## src/rtl/taas_pkg.sv

```systemverilog
// Shared types and constants for the tip auto-approach sequencer.
package taas_pkg;

  typedef enum logic [1:0] {
    OP_TICK  = 2'd0,
    OP_START = 2'd1,
    OP_STOP  = 2'd2,
    OP_LOAD  = 2'd3
  } op_t;

  typedef enum logic [2:0] {
    PH_READY   = 3'd0,
    PH_EXTEND  = 3'd1,
    PH_RETRACT = 3'd2,
    PH_DELAY1  = 3'd3,
    PH_STEP    = 3'd4,
    PH_DELAY2  = 3'd5
  } phase_t;

  localparam logic [2:0] REG_MOVER_MODE    = 3'd0;
  localparam logic [2:0] REG_WAVE_LENGTH   = 3'd1;
  localparam logic [2:0] REG_PHASE_OFFSET  = 3'd2;
  localparam logic [2:0] REG_SLOW_DOWN     = 3'd3;
  localparam logic [2:0] REG_STEP_TARGET   = 3'd4;
  localparam logic [2:0] REG_DELAY_TICKS   = 3'd5;
  localparam logic [2:0] REG_CONFIRM_TICKS = 3'd6;
  localparam logic [2:0] REG_CI_MULTIPLIER = 3'd7;

  localparam int CFG_W = 16;

  // The table is addressed with 12 bits, so its depth is fixed.
  localparam int WAVE_DEPTH = 4096;

  typedef struct packed {
    logic [1:0]         operation;
    logic signed [15:0] z_position;
    logic               error_positive;
    logic signed [15:0] ci_now;
    logic signed [15:0] cp_now;
    logic [11:0]        wave_index;
    logic signed [15:0] wave_sample;
  } in_word_t;

  typedef struct packed {
    logic signed [15:0] x_drive;
    logic signed [15:0] y_drive;
    logic signed [15:0] ci_request;
    logic signed [15:0] cp_request;
    logic               feedback_on;
    logic [2:0]         phase;
    logic               busy_res;
  } out_word_t;

  // Per-word decision from the front part, carried with the word.
  typedef struct packed {
    logic [1:0]         operation;
    logic [1:0]         drive_sel;   // bit0 write x, bit1 write y
    logic [1:0]         drive_neg;
    logic [1:0]         drive_zero;
    logic               rd_x;
    logic               rd_y;
    logic               next_x_zero;
    logic               next_y_zero;
    logic               clear_after;
    logic signed [15:0] ci_req;
    logic signed [15:0] cp_req;
    logic               feedback_on;
    logic [2:0]         phase;
    logic               busy;
  } job_t;

endpackage

```

## src/rtl/taas_back.sv

```systemverilog
// Back part: applies table data to the held drives and forms the result word.
module taas_back
  import taas_pkg::*;
(
  input  logic        clk,
  input  logic        rst,
  input  logic        job_valid,
  input  job_t        job,
  input  logic [15:0] x_data,
  input  logic [15:0] y_data,
  input  logic        out_take,
  output logic        out_valid,
  output out_word_t   out_w
);
  logic [15:0] drive_x, drive_y, x_next, y_next;

  always_comb begin
    x_next = drive_x;
    y_next = drive_y;
    if (job.drive_sel[0]) x_next = job.drive_zero[0] ? 16'd0 :
                                   (job.drive_neg[0] ? 16'(-x_data) : x_data);
    if (job.drive_sel[1]) y_next = job.drive_zero[1] ? 16'd0 :
                                   (job.drive_neg[1] ? 16'(-y_data) : y_data);
    if (job.next_x_zero) x_next = '0;
    if (job.next_y_zero) y_next = '0;
  end

  always_ff @(posedge clk) begin
    if (rst) begin
      out_valid <= 1'b0;
      drive_x <= '0;
      drive_y <= '0;
    end else begin
      if (job_valid) begin
        drive_x <= x_next;
        drive_y <= y_next;
        out_valid <= 1'b1;
        out_w <= '{x_drive: x_next, y_drive: y_next, ci_request: job.ci_req,
                   cp_request: job.cp_req, feedback_on: job.feedback_on,
                   phase: job.phase, busy_res: job.busy};
      end else if (out_take) begin
        out_valid <= 1'b0;
      end
    end
  end
endmodule

```

## config.mk

```make
export PLATFORM = sky130hd
export DESIGN_NAME = taas_back
export DESIGN_NICKNAME = d
export VERILOG_FILES = /design/src/rtl/taas_pkg.sv /design/src/rtl/taas_back.sv
export SDC_FILE = /design/constraint.sdc
export NUM_CORES = 1
export LEC_CHECK = 0
export BUFFER_PORTS_ARGS = -buffer_cell sky130_fd_sc_hd__buf_2
export CAP_MARGIN = 20
export CORE_MARGIN = 4
export CORE_UTILIZATION = 53
export CTS_BUF_LIST = sky130_fd_sc_hd__clkbuf_8 sky130_fd_sc_hd__clkbuf_16
export DETAILED_ROUTE_END_ITERATION = 16
export GPL_TIMING_DRIVEN = 0
export HOLD_SLACK_MARGIN = 0.15
export PLACE_DENSITY = 0.91
export SLEW_MARGIN = 10
export SYNTH_ARGS = -nofsm -noshare
export SYNTH_HDL_FRONTEND = slang
export SYNTH_SLANG_ARGS = --single-unit
export TNS_END_PERCENT = 100
```

## constraint.sdc

```tcl
create_clock -name clk -period 10.74 [get_ports clk]
set_clock_uncertainty 0.1 [all_clocks]
set_input_delay 2.148 -clock clk [delete_from_list [all_inputs] [get_ports clk]]
set_output_delay 2.148 -clock clk [all_outputs]
set_load 0.02 [all_outputs]
```

After elaboration in Yosys (flattened, before gate mapping):

Cells that the tools add are included.

* bitwise logic cells: 1
* $add $sub $neg: 2
* reduce and logical (&&, ||, !) cells: 2
* mux-type cells: 10

Operators by type and width (count)
* two-way mux 16 bit: 8
* negation 16 bit: 2
* two-way mux 1 bit: 2
* AND reduction 2 bit: 1
* nonzero test 2 bit: 1
* inverter 1 bit: 1

* output and inout bits: 70
* register bits after elaboration: 102
* input bits: 86

Logic depth before layout (Yosys ltp):

* word-level depth: 5
* mapped depth: 7

Worst setup path after synthesis:

No wires, ideal clock.

* path kind: input to register
* from: input job_valid
* to: register drive_y[10]
* setup time: 94 ps
* required time: 10546 ps
* cell stages on the path: 5
* setup slack: 4069 ps
* data arrival time: 6477 ps
* path through: buf_2 -> clkinv_1 -> nor2_1 -> nand2_1 -> o21ai_0

RTL lines
* from (decl): RTL line taas_back.sv:7 `input logic job_valid,`
* to (signal assigned): RTL line taas_back.sv:36 `drive_y <= y_next;`
* to (decl): RTL line taas_back.sv:15 `logic [15:0] drive_x, drive_y, x_next, y_next;`

Worst setup path in the final report:

* from: input x_data[4]
* to: register out_w[62] in the netlist's numbering (data pin)

* word-level cells in the longest chain between the ends: 5

Ends and longest elaborated chain
* from (decl): RTL line taas_back.sv:9 `input logic [15:0] x_data,`
* negation 16 bit: RTL line taas_back.sv:21 `(job.drive_neg[0] ? 16'(-x_data) : x_data);`
* two-way mux 16 bit: RTL line taas_back.sv:21
* two-way mux 16 bit (2 in series): RTL line taas_back.sv:20 `if (job.drive_sel[0]) x_next = job.drive_zero[0] ? 16'd0 :`
* two-way mux 16 bit: RTL line taas_back.sv:24 `if (job.next_x_zero) x_next = '0;`
* via x_next[9]: RTL line taas_back.sv:15
* to (signal assigned): RTL line taas_back.sv:38 `out_w <= '{x_drive: x_next, y_drive: y_next, ci_request: job.ci_req,`
* to (decl): RTL line taas_back.sv:13 `output out_word_t out_w`

The timed path passes the listed nets, and every way through them passes these cells.
A chain may end at the register's enable or synchronous reset.

==> out/results.txt <==
final max-slew violation count - 0
Post-CTS Resized - 0
Synth async-reset ratio - 0%
Max-Cap Viols - 0
Synth area leaders - edfxtp_1, dfxtp_1, o21ai_0
DR vias - 3271
syn_nets - 439
most common flop cell mapped by yosys - edfxtp_1
RSZ-0062 raised after global routing - false
largest net degree at the start of global routing - 36
die area - 9320 um^2
global route overflow - 0
Worst setup EP type - flip-flop
Hold Crit Class - reg -> reg
routed vias/inst - 5.28
reg2reg path depth - 4
wire per inst - 15.7 um
Worst Hold Depth - 2
I/O pins - 156
critical path buffer and inverter count - 1
slowest CP cell - nor4_1
slew margin rel. - 52.3%
CP delay by family, top - simple AND/OR/NAND/NOR gates
post-synth top area cell - edfxtp_1
Mapped Area - 4160 um^2
critical path arrival - 3.88 ns
worst reg2reg path startpoint - drive_x[0]
fin util - 68.7%
initial antenna violation count - 0
most frequent cells in the layout - buf_2, edfxtp_1, nand2_1
# setup viols final - 0
Yosys cell types - 36
Core Area - 7690 um^2
Max Buffers Root-to-Sink - 2
Worst EP required - 10.72 ns
status - finished clean
Highest Clock Rate - 0.257 GHz
Num CTS Buffers - 9
Synth Instances - 351
DP Wirelength - 7.53 mm
CTS tree - yes
first-pass GRT wire length - 14.7 mm
commonest non-fill, non-tap cell in the layout - buf_2
Fin Setup TNS - 0 ns
Die X-Extent - 96.5 um
cell chain of the critical path - buf_2 -> nor4_1 -> nand3_1 -> o41ai_1 -> xor2_1 -> o21ai_0
Critical Path Fanout Max - 5
Leakage - 2.12 nW
Post-CTS Setup Inserts - 0
row count - 32
Starting Density - 54.1%
H-tree lvl count - 3
Die Y - 96.5 um
peak supply drop - 0.0929 mV
Endpoint, Worst Hold - drive_x[9]
min Tclk post-route - 3.90 ns
residual DRC count - 0
share of layout cells above drive strength 1 - 33.7%
Hold Path Origin - drive_x[9]
vias in the first global route - 3181
R2R Setup Slk - 9.71 ns
DR iter-0 viols - 177
Root Driver - clkbuf_8
Num Clock Sinks - 102
Final Hold Vio Count - 0
DRT antenna net count - 0
Reg clk slew, reported paths - 0.09 ns
Startpoint Class - input port
Pwr Density - 148 nW/um^2
EDFF count, synth - 69
post-cts hold buffer count - 0
register area share after synthesis - 65.8%
Syn. warnings - 0
worst-margin pin slew - 0.709 ns
drt first pass iters - 5
Yosys top cell area share - 49.9%
synthesized flop and latch total - 102
Clock Latency Late Sink - 0.35 ns
GPL Wtd Cong - 0.844
PortBufs - 148
Max stage delay on crit path - 0.64 ns
worst r2r dst - drive_x[0]
CP Class - in -> reg
Final Routed Wirelength - 9.69 mm
syn_area_per_cell - 11.8 um^2
fin crit share - 36.3%
Ant. Diodes - 0
Area growth syn-to-layout - 27.0%
Global Route Usage Sum - 20.2%
Nets - 600
worst max-delay path by stage:
| stage | start | to | slack (ns) | depth (start not counted) |
|---|---|---|---|---|
| finish | x_data[4] | out_w[62] | 6.84 | 6 |
| global route | x_data[4] | out_w[62] | 6.70 | 6 |
| CTS | x_data[4] | out_w[62] | 6.89 | 6 |
| detailed placement | x_data[4] | out_w[62] | 6.53 | 6 |
| global placement | job_valid | drive_y[13] | 2.38 | 5 |
| floorplan | job_valid | drive_y[10] | 4.07 | 5 |
synthesized netlist by cell type (3+ instances only):
master / instances
nand2b_1: 7
nand2_1: 54
o21ai_0: 53
a32oi_1: 4
xor2_1: 21
dfxtp_1: 33
nor3_1: 4
xnor2_1: 7
nor2_1: 22
a22oi_1: 9
o31a_1: 3
nand3_1: 5
o31ai_1: 3
a21oi_1: 3
clkbuf_1: 12
inv_1: 7
mux2i_1: 3
edfxtp_1: 69
nor4_1: 3
o41ai_1: 6
where the power goes:
part | internal, mW | leakage (nW) | switching (mW)
registers | 0.436 | 0.937 | 0.00431
clock network | 0.112 | 0.105 | 0.132
logic | 0.0348 | 1.07 | 0.0628
final cells by class:
type | count | area, um^2
buffer | 13 | 50.0
clock buffer | 9 | 124
clock inverter | 7 | 82.6
fill | 591 | 2410
inverter | 8 | 30.0
multi-input combinational | 228 | 1350
sequential | 102 | 2730
tap | 102 | 128
timing repair buffer | 150 | 781
metrics by stage:
step | hold slack [ns] | total power, mW | instance area [um^2] | cells | worst slack (ns)
after floorplan | 0.324 | 0.503 | 4160 | 351 | 4.07
final | 0.368 | 0.782 | 5280 | 619 | 6.84
after CTS | 0.366 | 0.785 | 5280 | 619 | 6.89
after global routing | 0.387 | 0.814 | 5280 | 619 | 6.70
after global placement | 0.333 | 0.542 | 5020 | 601 | 2.38
after detailed placement | 0.344 | 0.547 | 5070 | 603 | 6.53
tightest hold or removal path, stage by stage (launching register included):
cell	delay, ns
dfxtp_1	0.34
nand2_1	0.04
o21ai_0	0.06
layer usage:
layer  wire [um]  track usage, %  vias up
li1            -               -     1593
met1        3910            25.4     1522
met2        4790            35.5      147
met3         898            4.34        9
met4          94            5.02        0
met5           0               0        -
logic make-up after synthesis:
kind of cell / count (synthesis) / synth area share [%]
buf+inv: 21 / 1.93
xor+xnor: 28 / 5.90
simple gates: 107 / 11.6
mux: 5 / 1.26
fa+ha+maj: 2 / 0.602
flops: 102 / 65.8
compound gates: 86 / 13.0
sequential cells by signal, summed over array words and instances, names as in the netlist:
register   cells
out_valid      1
out_w         69
drive_x       16
drive_y       16
No activity file was read; power rests on OpenSTA's default activity.
