==> config.mk <==
export PLATFORM = sky130hd
export DESIGN_NAME = taas_front
export DESIGN_NICKNAME = d
export VERILOG_FILES = /design/src/rtl/taas_pkg.sv /design/src/rtl/taas_front.sv
export SDC_FILE = /design/constraint.sdc
export NUM_CORES = 2
export LEC_CHECK = 0
export ABC_AREA = 0
export BUFFER_PORTS_ARGS = -buffer_cell sky130_fd_sc_hd__clkbuf_2
export CORE_MARGIN = 1
export CORE_UTILIZATION = 52
export DETAILED_ROUTE_END_ITERATION = 16
export GPL_ROUTABILITY_DRIVEN = 1
export PLACE_DENSITY_LB_ADDON = 0.3
export SLEW_MARGIN = 20
export SYNTH_ARGS = -nofsm -noshare
export SYNTH_HDL_FRONTEND = slang
export SYNTH_SLANG_ARGS = --single-unit
==> constraint.sdc <==
create_clock -name clk -period 6.9 [get_ports clk]
set_input_delay 0.345 -clock clk [delete_from_list [all_inputs] [get_ports clk]]
set_output_delay 0.345 -clock clk [all_outputs]
set_load 0.01 [all_outputs]
==> src/rtl/taas_pkg.sv <==
// Shared types and constants for the tip auto-approach sequencer.
package taas_pkg;

  typedef enum logic [1:0] {
    OP_TICK  = 2'd0,
    OP_START = 2'd1,
    OP_STOP  = 2'd2,
    OP_LOAD  = 2'd3
  } op_t;

  typedef enum logic [2:0] {
    PH_READY   = 3'd0,
    PH_EXTEND  = 3'd1,
    PH_RETRACT = 3'd2,
    PH_DELAY1  = 3'd3,
    PH_STEP    = 3'd4,
    PH_DELAY2  = 3'd5
  } phase_t;

  localparam logic [2:0] REG_MOVER_MODE    = 3'd0;
  localparam logic [2:0] REG_WAVE_LENGTH   = 3'd1;
  localparam logic [2:0] REG_PHASE_OFFSET  = 3'd2;
  localparam logic [2:0] REG_SLOW_DOWN     = 3'd3;
  localparam logic [2:0] REG_STEP_TARGET   = 3'd4;
  localparam logic [2:0] REG_DELAY_TICKS   = 3'd5;
  localparam logic [2:0] REG_CONFIRM_TICKS = 3'd6;
  localparam logic [2:0] REG_CI_MULTIPLIER = 3'd7;

  localparam int CFG_W = 16;

  // The table is addressed with 12 bits, so its depth is fixed.
  localparam int WAVE_DEPTH = 4096;

  typedef struct packed {
    logic [1:0]         operation;
    logic signed [15:0] z_position;
    logic               error_positive;
    logic signed [15:0] ci_now;
    logic signed [15:0] cp_now;
    logic [11:0]        wave_index;
    logic signed [15:0] wave_sample;
  } in_word_t;

  typedef struct packed {
    logic signed [15:0] x_drive;
    logic signed [15:0] y_drive;
    logic signed [15:0] ci_request;
    logic signed [15:0] cp_request;
    logic               feedback_on;
    logic [2:0]         phase;
    logic               busy_res;
  } out_word_t;

  // Per-word decision from the front part, carried with the word.
  typedef struct packed {
    logic [1:0]         operation;
    logic [1:0]         drive_sel;   // bit0 write x, bit1 write y
    logic [1:0]         drive_neg;
    logic [1:0]         drive_zero;
    logic               rd_x;
    logic               rd_y;
    logic               next_x_zero;
    logic               next_y_zero;
    logic               clear_after;
    logic signed [15:0] ci_req;
    logic signed [15:0] cp_req;
    logic               feedback_on;
    logic [2:0]         phase;
    logic               busy;
  } job_t;

endpackage

==> src/rtl/taas_front.sv <==
// Front part: holds the sequencer state, classifies each word and issues table reads.
module taas_front
  import taas_pkg::*;
#(
  parameter int AW = 12,
  parameter int ZLIM = 30000
) (
  input  logic            clk,
  input  logic            rst,
  input  logic            cfg_we,
  input  logic [2:0]      cfg_index,
  input  logic [CFG_W-1:0] cfg_data,
  input  logic            in_take,
  input  in_word_t        in_w,
  output job_t            job,
  output logic            rd_x_en,
  output logic            rd_y_en,
  output logic [AW-1:0]   rd_x_addr,
  output logic [AW-1:0]   rd_y_addr
);
  logic [5:0]  mode_reg;
  logic [12:0] wave_length;
  logic [11:0] phase_offset;
  logic [15:0] slow_down, step_target, delay_ticks, confirm_ticks;
  logic [7:0]  ci_multiplier;

  logic [2:0]  tip_phase;
  logic        running, gain_neg, pid_enable, gain_override;
  logic [15:0] confirm_count, steps_done;
  logic [16:0] delay_count, divider_count;
  logic [11:0] sample_pos;
  logic signed [15:0] saved_ci, saved_cp;
  // Saturated override gain for the saved value and for a gain captured this word.
  logic signed [15:0] ovr_now, ovr_cap;

  logic [2:0]  tip_phase_next;
  logic        running_next, gain_neg_next, pid_enable_next, gain_override_next;
  logic [15:0] confirm_count_next, steps_done_next;
  logic [16:0] delay_count_next, divider_count_next;
  logic [11:0] sample_pos_next;
  logic signed [15:0] saved_ci_next, saved_cp_next;
  logic        restored, capture;

  logic signed [15:0] ci_eff, cp_eff;
  logic signed [16:0] sz, sci;
  logic [13:0] t_sum;
  logic [12:0] t_pos;
  logic [12:0] rx_a, ry_a;
  logic        dx_w, dy_w, dx_n, dy_n, dx_z, dy_z, rdx, rdy, nxz, nyz, clr;

  function automatic logic signed [15:0] ovr_sat(logic signed [15:0] g, logic [7:0] m);
    logic signed [24:0] p;
    p = -(25'(g) * $signed({17'd0, m}));
    if (p > 25'sd32767) p = 25'sd32767;
    else if (p < -25'sd32768) p = -25'sd32768;
    return p[15:0];
  endfunction

  assign ovr_now = ovr_sat(saved_ci, ci_multiplier);
  assign ovr_cap = ovr_sat(in_w.ci_now, ci_multiplier);

  always_comb begin
    logic [12:0] pos13;
    logic [16:0] div_dec;
    logic [15:0] steps_inc;
    logic        wave_on;
    logic        div_done;
    ci_eff = gain_override ? ovr_now : in_w.ci_now;
    cp_eff = gain_override ? 16'sd0 : in_w.cp_now;
    sz  = gain_neg ? -17'(in_w.z_position) : 17'(in_w.z_position);
    sci = gain_neg ? -17'(ci_eff) : 17'(ci_eff);

    tip_phase_next = tip_phase;
    running_next = running;
    gain_neg_next = gain_neg;
    pid_enable_next = pid_enable;
    gain_override_next = gain_override;
    confirm_count_next = confirm_count;
    steps_done_next = steps_done;
    delay_count_next = delay_count;
    divider_count_next = divider_count;
    sample_pos_next = sample_pos;
    saved_ci_next = saved_ci;
    saved_cp_next = saved_cp;
    restored = 1'b0;
    capture = 1'b0;
    dx_w = 1'b0; dy_w = 1'b0; dx_n = 1'b0; dy_n = 1'b0; dx_z = 1'b0; dy_z = 1'b0;
    rdx = 1'b0; rdy = 1'b0; nxz = 1'b0; nyz = 1'b0; clr = 1'b0;

    pos13 = {1'b0, sample_pos};
    t_sum = 14'(pos13) + 14'(phase_offset);
    t_pos = (t_sum >= 14'(wave_length)) ? 13'(t_sum - 14'(wave_length)) : 13'(t_sum);
    wave_on = mode_reg[4];
    rx_a = pos13;
    ry_a = t_pos;
    div_dec = divider_count - 17'd1;
    div_done = !(div_dec != 17'd0 && !div_dec[16]);
    steps_inc = steps_done + 16'd1;

    case (op_t'(in_w.operation))
      OP_TICK: begin
        if (running) begin
          if (!mode_reg[5] || tip_phase == PH_STEP) begin
            // Mover job.
            if (wave_on) begin
              case (mode_reg[2:0])
                3'd1: begin
                  dx_w = 1'b1; rdx = 1'b1;
                  if (mode_reg[3]) begin dy_w = 1'b1; rdy = 1'b1; end
                end
                3'd2: begin
                  if (mode_reg[3]) begin
                    dx_w = 1'b1; dy_w = 1'b1; rdx = 1'b1; rdy = 1'b1;
                    rx_a = wave_length - pos13 - 13'd1;
                    ry_a = wave_length - t_pos - 13'd1;
                  end else begin
                    dx_w = 1'b1; dx_n = 1'b1; rdx = 1'b1;
                  end
                end
                3'd3: begin dy_w = 1'b1; rdy = 1'b1; ry_a = pos13; end
                3'd4: begin dy_w = 1'b1; dy_n = 1'b1; rdy = 1'b1; ry_a = pos13; end
                3'd0: begin dx_w = 1'b1; dy_w = 1'b1; dx_z = 1'b1; dy_z = 1'b1; end
                default: ;
              endcase
              divider_count_next = div_dec;
              if (div_done) begin
                divider_count_next = {1'b0, slow_down};
                if (13'(sample_pos) + 13'd1 >= wave_length || sample_pos == 12'hfff)
                  sample_pos_next = '0;
                else
                  sample_pos_next = sample_pos + 12'd1;
              end
            end
            // In wave mode a step is only counted when the divider runs out.
            if ((!wave_on || div_done) && sample_pos_next == '0) begin
              steps_done_next = steps_inc;
              if (steps_inc >= step_target) begin
                clr = 1'b1;
                if (mode_reg[5]) tip_phase_next = PH_DELAY2;
                else running_next = 1'b0;
              end
            end
          end else begin
            case (tip_phase)
              PH_EXTEND: begin
                pid_enable_next = 1'b1;
                if (sz > 17'(ZLIM)) begin
                  tip_phase_next = PH_RETRACT;
                  confirm_count_next = confirm_ticks;
                end
                if (in_w.error_positive) confirm_count_next = confirm_count_next - 16'd1;
                if (confirm_count_next == '0) begin
                  tip_phase_next = PH_READY;
                  running_next = 1'b0;
                  confirm_count_next = confirm_ticks;
                end
              end
              PH_RETRACT: begin
                if (sci > 17'sd0) begin
                  capture = 1'b1;
                  gain_neg_next = ci_eff < 16'sd0;
                  saved_ci_next = ci_eff;
                  saved_cp_next = cp_eff;
                  gain_override_next = 1'b1;
                end else if (sz < -17'(ZLIM)) begin
                  pid_enable_next = 1'b0;
                  gain_override_next = 1'b0;
                  restored = 1'b1;
                  delay_count_next = {1'b0, delay_ticks};
                  tip_phase_next = PH_DELAY1;
                end
              end
              PH_DELAY1: begin
                if (delay_count == '0) begin
                  sample_pos_next = '0;
                  steps_done_next = '0;
                  delay_count_next = {1'b0, delay_ticks};
                  tip_phase_next = PH_STEP;
                end else delay_count_next = delay_count - 17'd1;
              end
              PH_DELAY2: begin
                if (delay_count == '0) tip_phase_next = PH_EXTEND;
                else delay_count_next = delay_count - 17'd1;
              end
              default: ;
            endcase
          end
        end
      end
      OP_START: begin
        sample_pos_next = '0;
        steps_done_next = '0;
        confirm_count_next = confirm_ticks;
        tip_phase_next = PH_EXTEND;
        divider_count_next = {1'b0, slow_down};
        running_next = 1'b1;
      end
      OP_STOP: begin
        if (sci < 17'sd0) begin
          gain_override_next = 1'b0;
          restored = 1'b1;
        end
        pid_enable_next = 1'b1;
        running_next = 1'b0;
      end
      default: ;
    endcase
    // Drives to be zeroed after the table read are applied last in the back part.
    nxz = clr;
    nyz = clr;
  end

  always_ff @(posedge clk) begin
    if (rst) begin
      mode_reg <= '0; wave_length <= 13'd1; phase_offset <= '0; slow_down <= 16'd1;
      step_target <= 16'd1; delay_ticks <= '0; confirm_ticks <= 16'd1; ci_multiplier <= 8'd1;
      tip_phase <= PH_EXTEND; running <= 1'b0; gain_neg <= 1'b0; pid_enable <= 1'b0;
      gain_override <= 1'b0; confirm_count <= '0; steps_done <= '0; delay_count <= '0;
      divider_count <= '0; sample_pos <= '0; saved_ci <= '0; saved_cp <= '0;
    end else begin
      if (cfg_we) begin
        case (cfg_index)
          REG_MOVER_MODE:    mode_reg <= cfg_data[5:0];
          REG_WAVE_LENGTH:   wave_length <= cfg_data[12:0];
          REG_PHASE_OFFSET:  phase_offset <= cfg_data[11:0];
          REG_SLOW_DOWN:     slow_down <= cfg_data;
          REG_STEP_TARGET:   step_target <= cfg_data;
          REG_DELAY_TICKS:   delay_ticks <= cfg_data;
          REG_CONFIRM_TICKS: confirm_ticks <= cfg_data;
          REG_CI_MULTIPLIER: ci_multiplier <= cfg_data[7:0];
          default: ;
        endcase
      end
      if (in_take) begin
        tip_phase <= tip_phase_next; running <= running_next; gain_neg <= gain_neg_next;
        pid_enable <= pid_enable_next; gain_override <= gain_override_next;
        confirm_count <= confirm_count_next; steps_done <= steps_done_next;
        delay_count <= delay_count_next; divider_count <= divider_count_next;
        sample_pos <= sample_pos_next; saved_ci <= saved_ci_next; saved_cp <= saved_cp_next;
      end
    end
  end

  always_comb begin
    job.operation   = in_w.operation;
    job.drive_sel   = {dy_w, dx_w};
    job.drive_neg   = {dy_n, dx_n};
    job.drive_zero  = {dy_z, dx_z};
    job.rd_x        = rdx;
    job.rd_y        = rdy;
    job.next_x_zero = nxz;
    job.next_y_zero = nyz;
    job.clear_after = clr;
    if (restored) begin
      job.ci_req = saved_ci_next; job.cp_req = saved_cp_next;
    end else if (gain_override_next) begin
      // A capture only happens with the override off, so the captured gain is the input's.
      job.ci_req = capture ? ovr_cap : ovr_now;
      job.cp_req = 16'sd0;
    end else begin
      job.ci_req = in_w.ci_now; job.cp_req = in_w.cp_now;
    end
    job.feedback_on = pid_enable_next;
    job.phase       = tip_phase_next;
    job.busy        = running_next;
    rd_x_en   = in_take && rdx;
    rd_y_en   = in_take && rdy;
    rd_x_addr = rx_a[AW-1:0];
    rd_y_addr = ry_a[AW-1:0];
  end
endmodule

Word-level counts from Yosys, hierarchy flattened

Cells that the tools add are included.

Word-level logic and storage cells: 283
Input port bits: 102
Register bits after elaboration: 220

Reduce and logical (&&, ||, !) cells: 38
$add $sub $neg: 16
Equal/unequal tests: 30
Multiplexer cells: 164
Magnitude comparators: 12
Multipliers: 2
Bitwise operators: 1

Operator list:

| cell                                                                              | number |
|---|---|
| 16-bit 2-to-1 mux                                                                 | 36 |
| 12-bit 2-to-1 mux                                                                 | 22 |
| 17-bit 2-to-1 mux                                                                 | 10 |
| 1-bit 2-to-1 mux                                                                  | 68 |
| 32-bit 2-to-1 mux                                                                 | 2 |
| 16-bit one-hot mux with 2 select lines                                            | 2 |
| 17-bit one-hot mux with 3 select lines                                            | 1 |
| 25-bit by 16-bit greater-than comparator with 1-bit output, second input constant | 2 |
| 25-bit by 16-bit less-than comparator with 1-bit output, second input constant    | 2 |
| 16-bit by 9-bit multiplier with 25-bit output                                     | 2 |
| 25-bit negator                                                                    | 2 |
| 12-bit one-hot mux with 2 select lines                                            | 2 |
| 12-bit subtractor                                                                 | 3 |
| 16-bit negator with 17-bit output                                                 | 2 |
| 17-bit one-hot mux with 2 select lines                                            | 1 |
| 17-bit by 1-bit subtractor with 17-bit output, second input constant              | 2 |
| 3-bit 2-to-1 mux                                                                  | 11 |
| 13-bit greater-or-equal comparator                                                | 2 |
| 12-bit by 1-bit subtractor with 12-bit output, second input constant              | 2 |
| 3-bit == test, second input constant                                              | 7 |
| 3-bit by 2-bit == test with 1-bit output, second input constant                   | 6 |
| 17-bit by 1-bit greater-than comparator with 1-bit output, second input constant  | 1 |
| 17-bit by 16-bit greater-than comparator with 1-bit output, second input constant | 1 |
| 17-bit zero test                                                                  | 1 |
| 38 further kinds                                                                  | 73 |

Logic depth before layout (Yosys ltp)

Depth in word-level cells: 20
Mapped depth: 33

Worst setup path after synthesis

OpenSTA, ideal clock, no wires.

Path kind: register to output
From: register ci_multiplier[1]
To: output port job[36] (netlist name)
Path slack: -0.346 ns
Path buffers: 2
Data required time: 6.555 ns
Cell stages (with the launch flop): 27
Arrival: 6.901 ns
Cell sequence: dfxtp_1 clkbuf_1 nand2_1 inv_1 fa_1 inv_1 fa_1 fa_1 fa_1 inv_1 fa_1 inv_1 ha_1 a21oi_1 o21ai_1 mux2_2 a211o_1 a311oi_2 nand4_1 o31ai_2 nand2_1 a31oi_4 o21ai_1 a221o_1 buf_2 a221o_1 a22oi_1

RTL lines:

| item                   | line              | RTL |
|---|---|---|
| from (decl)            | taas_front.sv:25  | `logic [7:0] ci_multiplier;` |
| from (signal assigned) | taas_front.sv:230 | `REG_CI_MULTIPLIER: ci_multiplier <= cfg_data[7:0];` |
| to (decl)              | taas_front.sv:15  | `output job_t job,` |

==> run_results.csv <==
group,metric,value,unit
run_status,status,"finished, violations left",
run_status,violations,"setup timing",
cts,cts_tree,"done",
hold_path,hold_class,"in -> reg",
cts,clkTransAtPathRegs,70,ps
global_route,grt_pass1_vias,24920,
synth,syn_avg_cell_area,7.69,um^2
critical_path,cp.required,6550,ps
synth,async_flop_share,0,
critical_path,worstPathMaxFanout,6,
synth,synth_area_leaders,"dfxtp_1, fa_1, ha_1",
layout,final_layout_size_suffix_gt1_frac,0.220,
place,dp_hpwl,58100,um
cts,cts_buffer_depth,3,
sta,timing.final.setup_violations,55,
die,initial_core_util,0.528,
sta,maxSlewViolCount,0,
die,die_h,228,um
die,dieArea,51900,um^2
routing,vias,25985,
sta,clock-skew-final,38.7,ps
critical_path,cp-start-kind,"flop",
critical_path,arrival,7710,ps
routing,wire_per_inst,17.6,um
synth,netlist_area,26500,um^2
routing,drc,0,
sta,tightest_slew,1080,ps
sta,period_needed,8060,ps
layout,multi_input_area,21200,um^2
flow_run,max-cap-violations,0,
global_route,grt_max_degree,135,
critical_path,crit_top_cell,"fa_1",
cts,cts.sinks,220,
cts,numCtsBuffers,26,
die,die_x,228,um
synth,synth_edf_count,0,
cts,cts_htree_levels,1,
routing,dr.pass1.iters,6,
sta,max_freq,124,MHz
synth,synth_top_area_cell,"dfxtp_1",
critical_path,cp-end-kind,"output port",
place,portBuffers,149,
layout,fillers,4124,
pwr,p_total,0.00562,W
routing,drt_iter0_drc,2312,
synth,synth.ff_latch_count,220,
synth,ys.flop_type,"dfxtp_1",
layout,final-seq-area,4440,um^2
global_route,grt-ovfl-total,0,
place,place.gp.congestion,0.951,
critical_path,critPathMaxStageDelay,520,ps
die,top_level_ports,178,
sta,slew_headroom,0.278,
synth,ys_warn_count,0,
sta,worst_slack,-1160,ps
pwr,vdd_ir_drop_max,225,uV
pwr,cellPowerDensity,172,nW/um^2
layout,final_cell_mix,"nand2_1, inv_1, buf_4",
synth,synth-seq-area-share,0.166,
die,core,50300,um^2
sta,rsz0062_at_grt,"yes",
global_route,track_usage,0.293,
routing,post_drt_via_cell_ratio,5.79,
layout,layout.cells.most_common,"nand2_1",
sta,period_share,1.17,
sta,whs,65.3,ps
critical_path,worst_path_max_delay_cell,"fa_1",
routing,totalWireLength,79100,um
layout,top_regs,"delay_count: 17 flops, divider_count: 17 flops",
sta,hold_viol_final,0,
hold_path,hold_depth,3,
critical_path,path_class,"reg -> out",
synth,syn-instance-count,3449,
place,dp_slack,-857,ps
layout,nets,4345,
synth,synthDistinctLibCells,93,
critical_path,reg2reg_depth,31,
synth,synth_top_cell_area_share,0.166,
synth,syn_nets,4001,
cts,cts_root_buf,"clkbuf_16",
global_route,antenna_found_initial,1,
global_route,grt_pass1_wl,126000,um
layout,synthToLayoutAreaGrowth,23.5,%
pwr,leakagePower,14.3,nW
die,num_rows,82,
cts,insertion_delay,580,ps
routing,drtAntennaViolNets,0,
-- where the power goes --
group	total, W	switching [W]	internal (W)
Sequential	0.00134	0.0000378	0.00130
Combinational	0.00289	0.00154	0.00135
Clock	0.00140	0.000609	0.000787
-- logic make-up (layout without fill, tap and decap cells) --
family                   count (synthesis)  in the layout  share of synthesized area
adder cells (fa/ha/maj)                450            450                      0.273
other                                    0              1                          0
multiplexers                            54             54                     0.0207
XOR/XNOR                               135            135                     0.0446
flip-flops                             220            220                      0.166
buffers and inverters                  593            957                     0.0880
AO/OA/AOI/OAI                          764            764                      0.184
AND/OR/NAND/NOR                       1233           1233                      0.224
-- final cells by class --
class | instances | share of cell area
Multi-Input combinational cell | 2636 | 0.647
Sequential cell | 220 | 0.136
Timing Repair Buffer | 528 | 0.122
Inverter | 381 | 0.0437
Tap cell | 672 | 0.0257
Clock buffer | 36 | 0.0222
Clock inverter | 12 | 0.00401
Antenna cell | 1 | 0.0000764
-- path summary, 6_finish.rpt --
| path | from | end | slack (ps) |
|---|---|---|---|
| worst max-delay path | ci_multiplier[3]$_SDFFE_PP0P_ | job[21] | -1160 |
| worst min-delay path | in_w[31] | saved_cp[3]$_SDFFE_PP0P_ | 70 |
| worst max register to register | ci_multiplier[3]$_SDFFE_PP0P_ | saved_ci[1]$_SDFFE_PP0P_ | -280 |
| worst min register to register | step_target[7]$_SDFFE_PP0P_ | step_target[7]$_SDFFE_PP0P_ | 450 |
-- cell usage after synthesis, types with 17 or more instances --
master and count:
nand2_1 463, inv_1 378, a21oi_1 300, ha_1 236
nor2_1 223, dfxtp_1 220, fa_1 214, and2_1 174
clkbuf_1 162, o21ai_0 126, xnor2_1 89, nand3_1 77
nor3_1 64, mux2i_1 48, xor2_1 46, a22oi_1 39
a211oi_1 35, nor2b_1 30, a21o_1 29, nand2b_1 28
nor4_1 28, and3_1 26, nand4_1 26, nand3b_1 22
or3_1 22, o21a_1 20, o21bai_1 20, a211o_1 19
a22o_1 19, buf_2 18, buf_4 17
-- through the flow --
step                      setup TNS [ps]  std cells   util  cell area [um^2]
after floorplan                        0       3449      -             26800
after global placement            -29070       4378  0.596             29900
after detailed placement          -32150       4378  0.596             29900
after CTS                         -31540       4468  0.637             32000
after global routing              -50660       4485  0.652             32800
final                             -37190       4486  0.652             32800
-- metal layers --
layer | GRT usage | routed length (um) | vias to the layer above
li1 | - | - | 12320
met2 | 0.511 | 38500 | 1007
met3 | 0.0344 | 5210 | 224
met4 | 0.0979 | 2910 | 0
met5 | 0 | 0 | -
met1 | 0.375 | 32500 | 12434
-- repair_timing --
item | CTS | global route
endpoints found under the setup margin | 88 | 91
gates cloned | 4 | 2
pin swaps | 76 | 71
buffers inserted | 41 | 21
gates resized for setup | 196 | 151
hold buffers | 0 | 0
-- worst max-delay path, delay by kind of cell, from the launching register on --
kind | cells | cell delay (ps)
AOI/OAI and AO/OA | 10 | 2400
adders and majority gates | 6 | 2760
and+or+nand+nor | 4 | 590
DFF | 1 | 370
buffers and inverters | 9 | 1020
(Power assumes the default switching activity.)
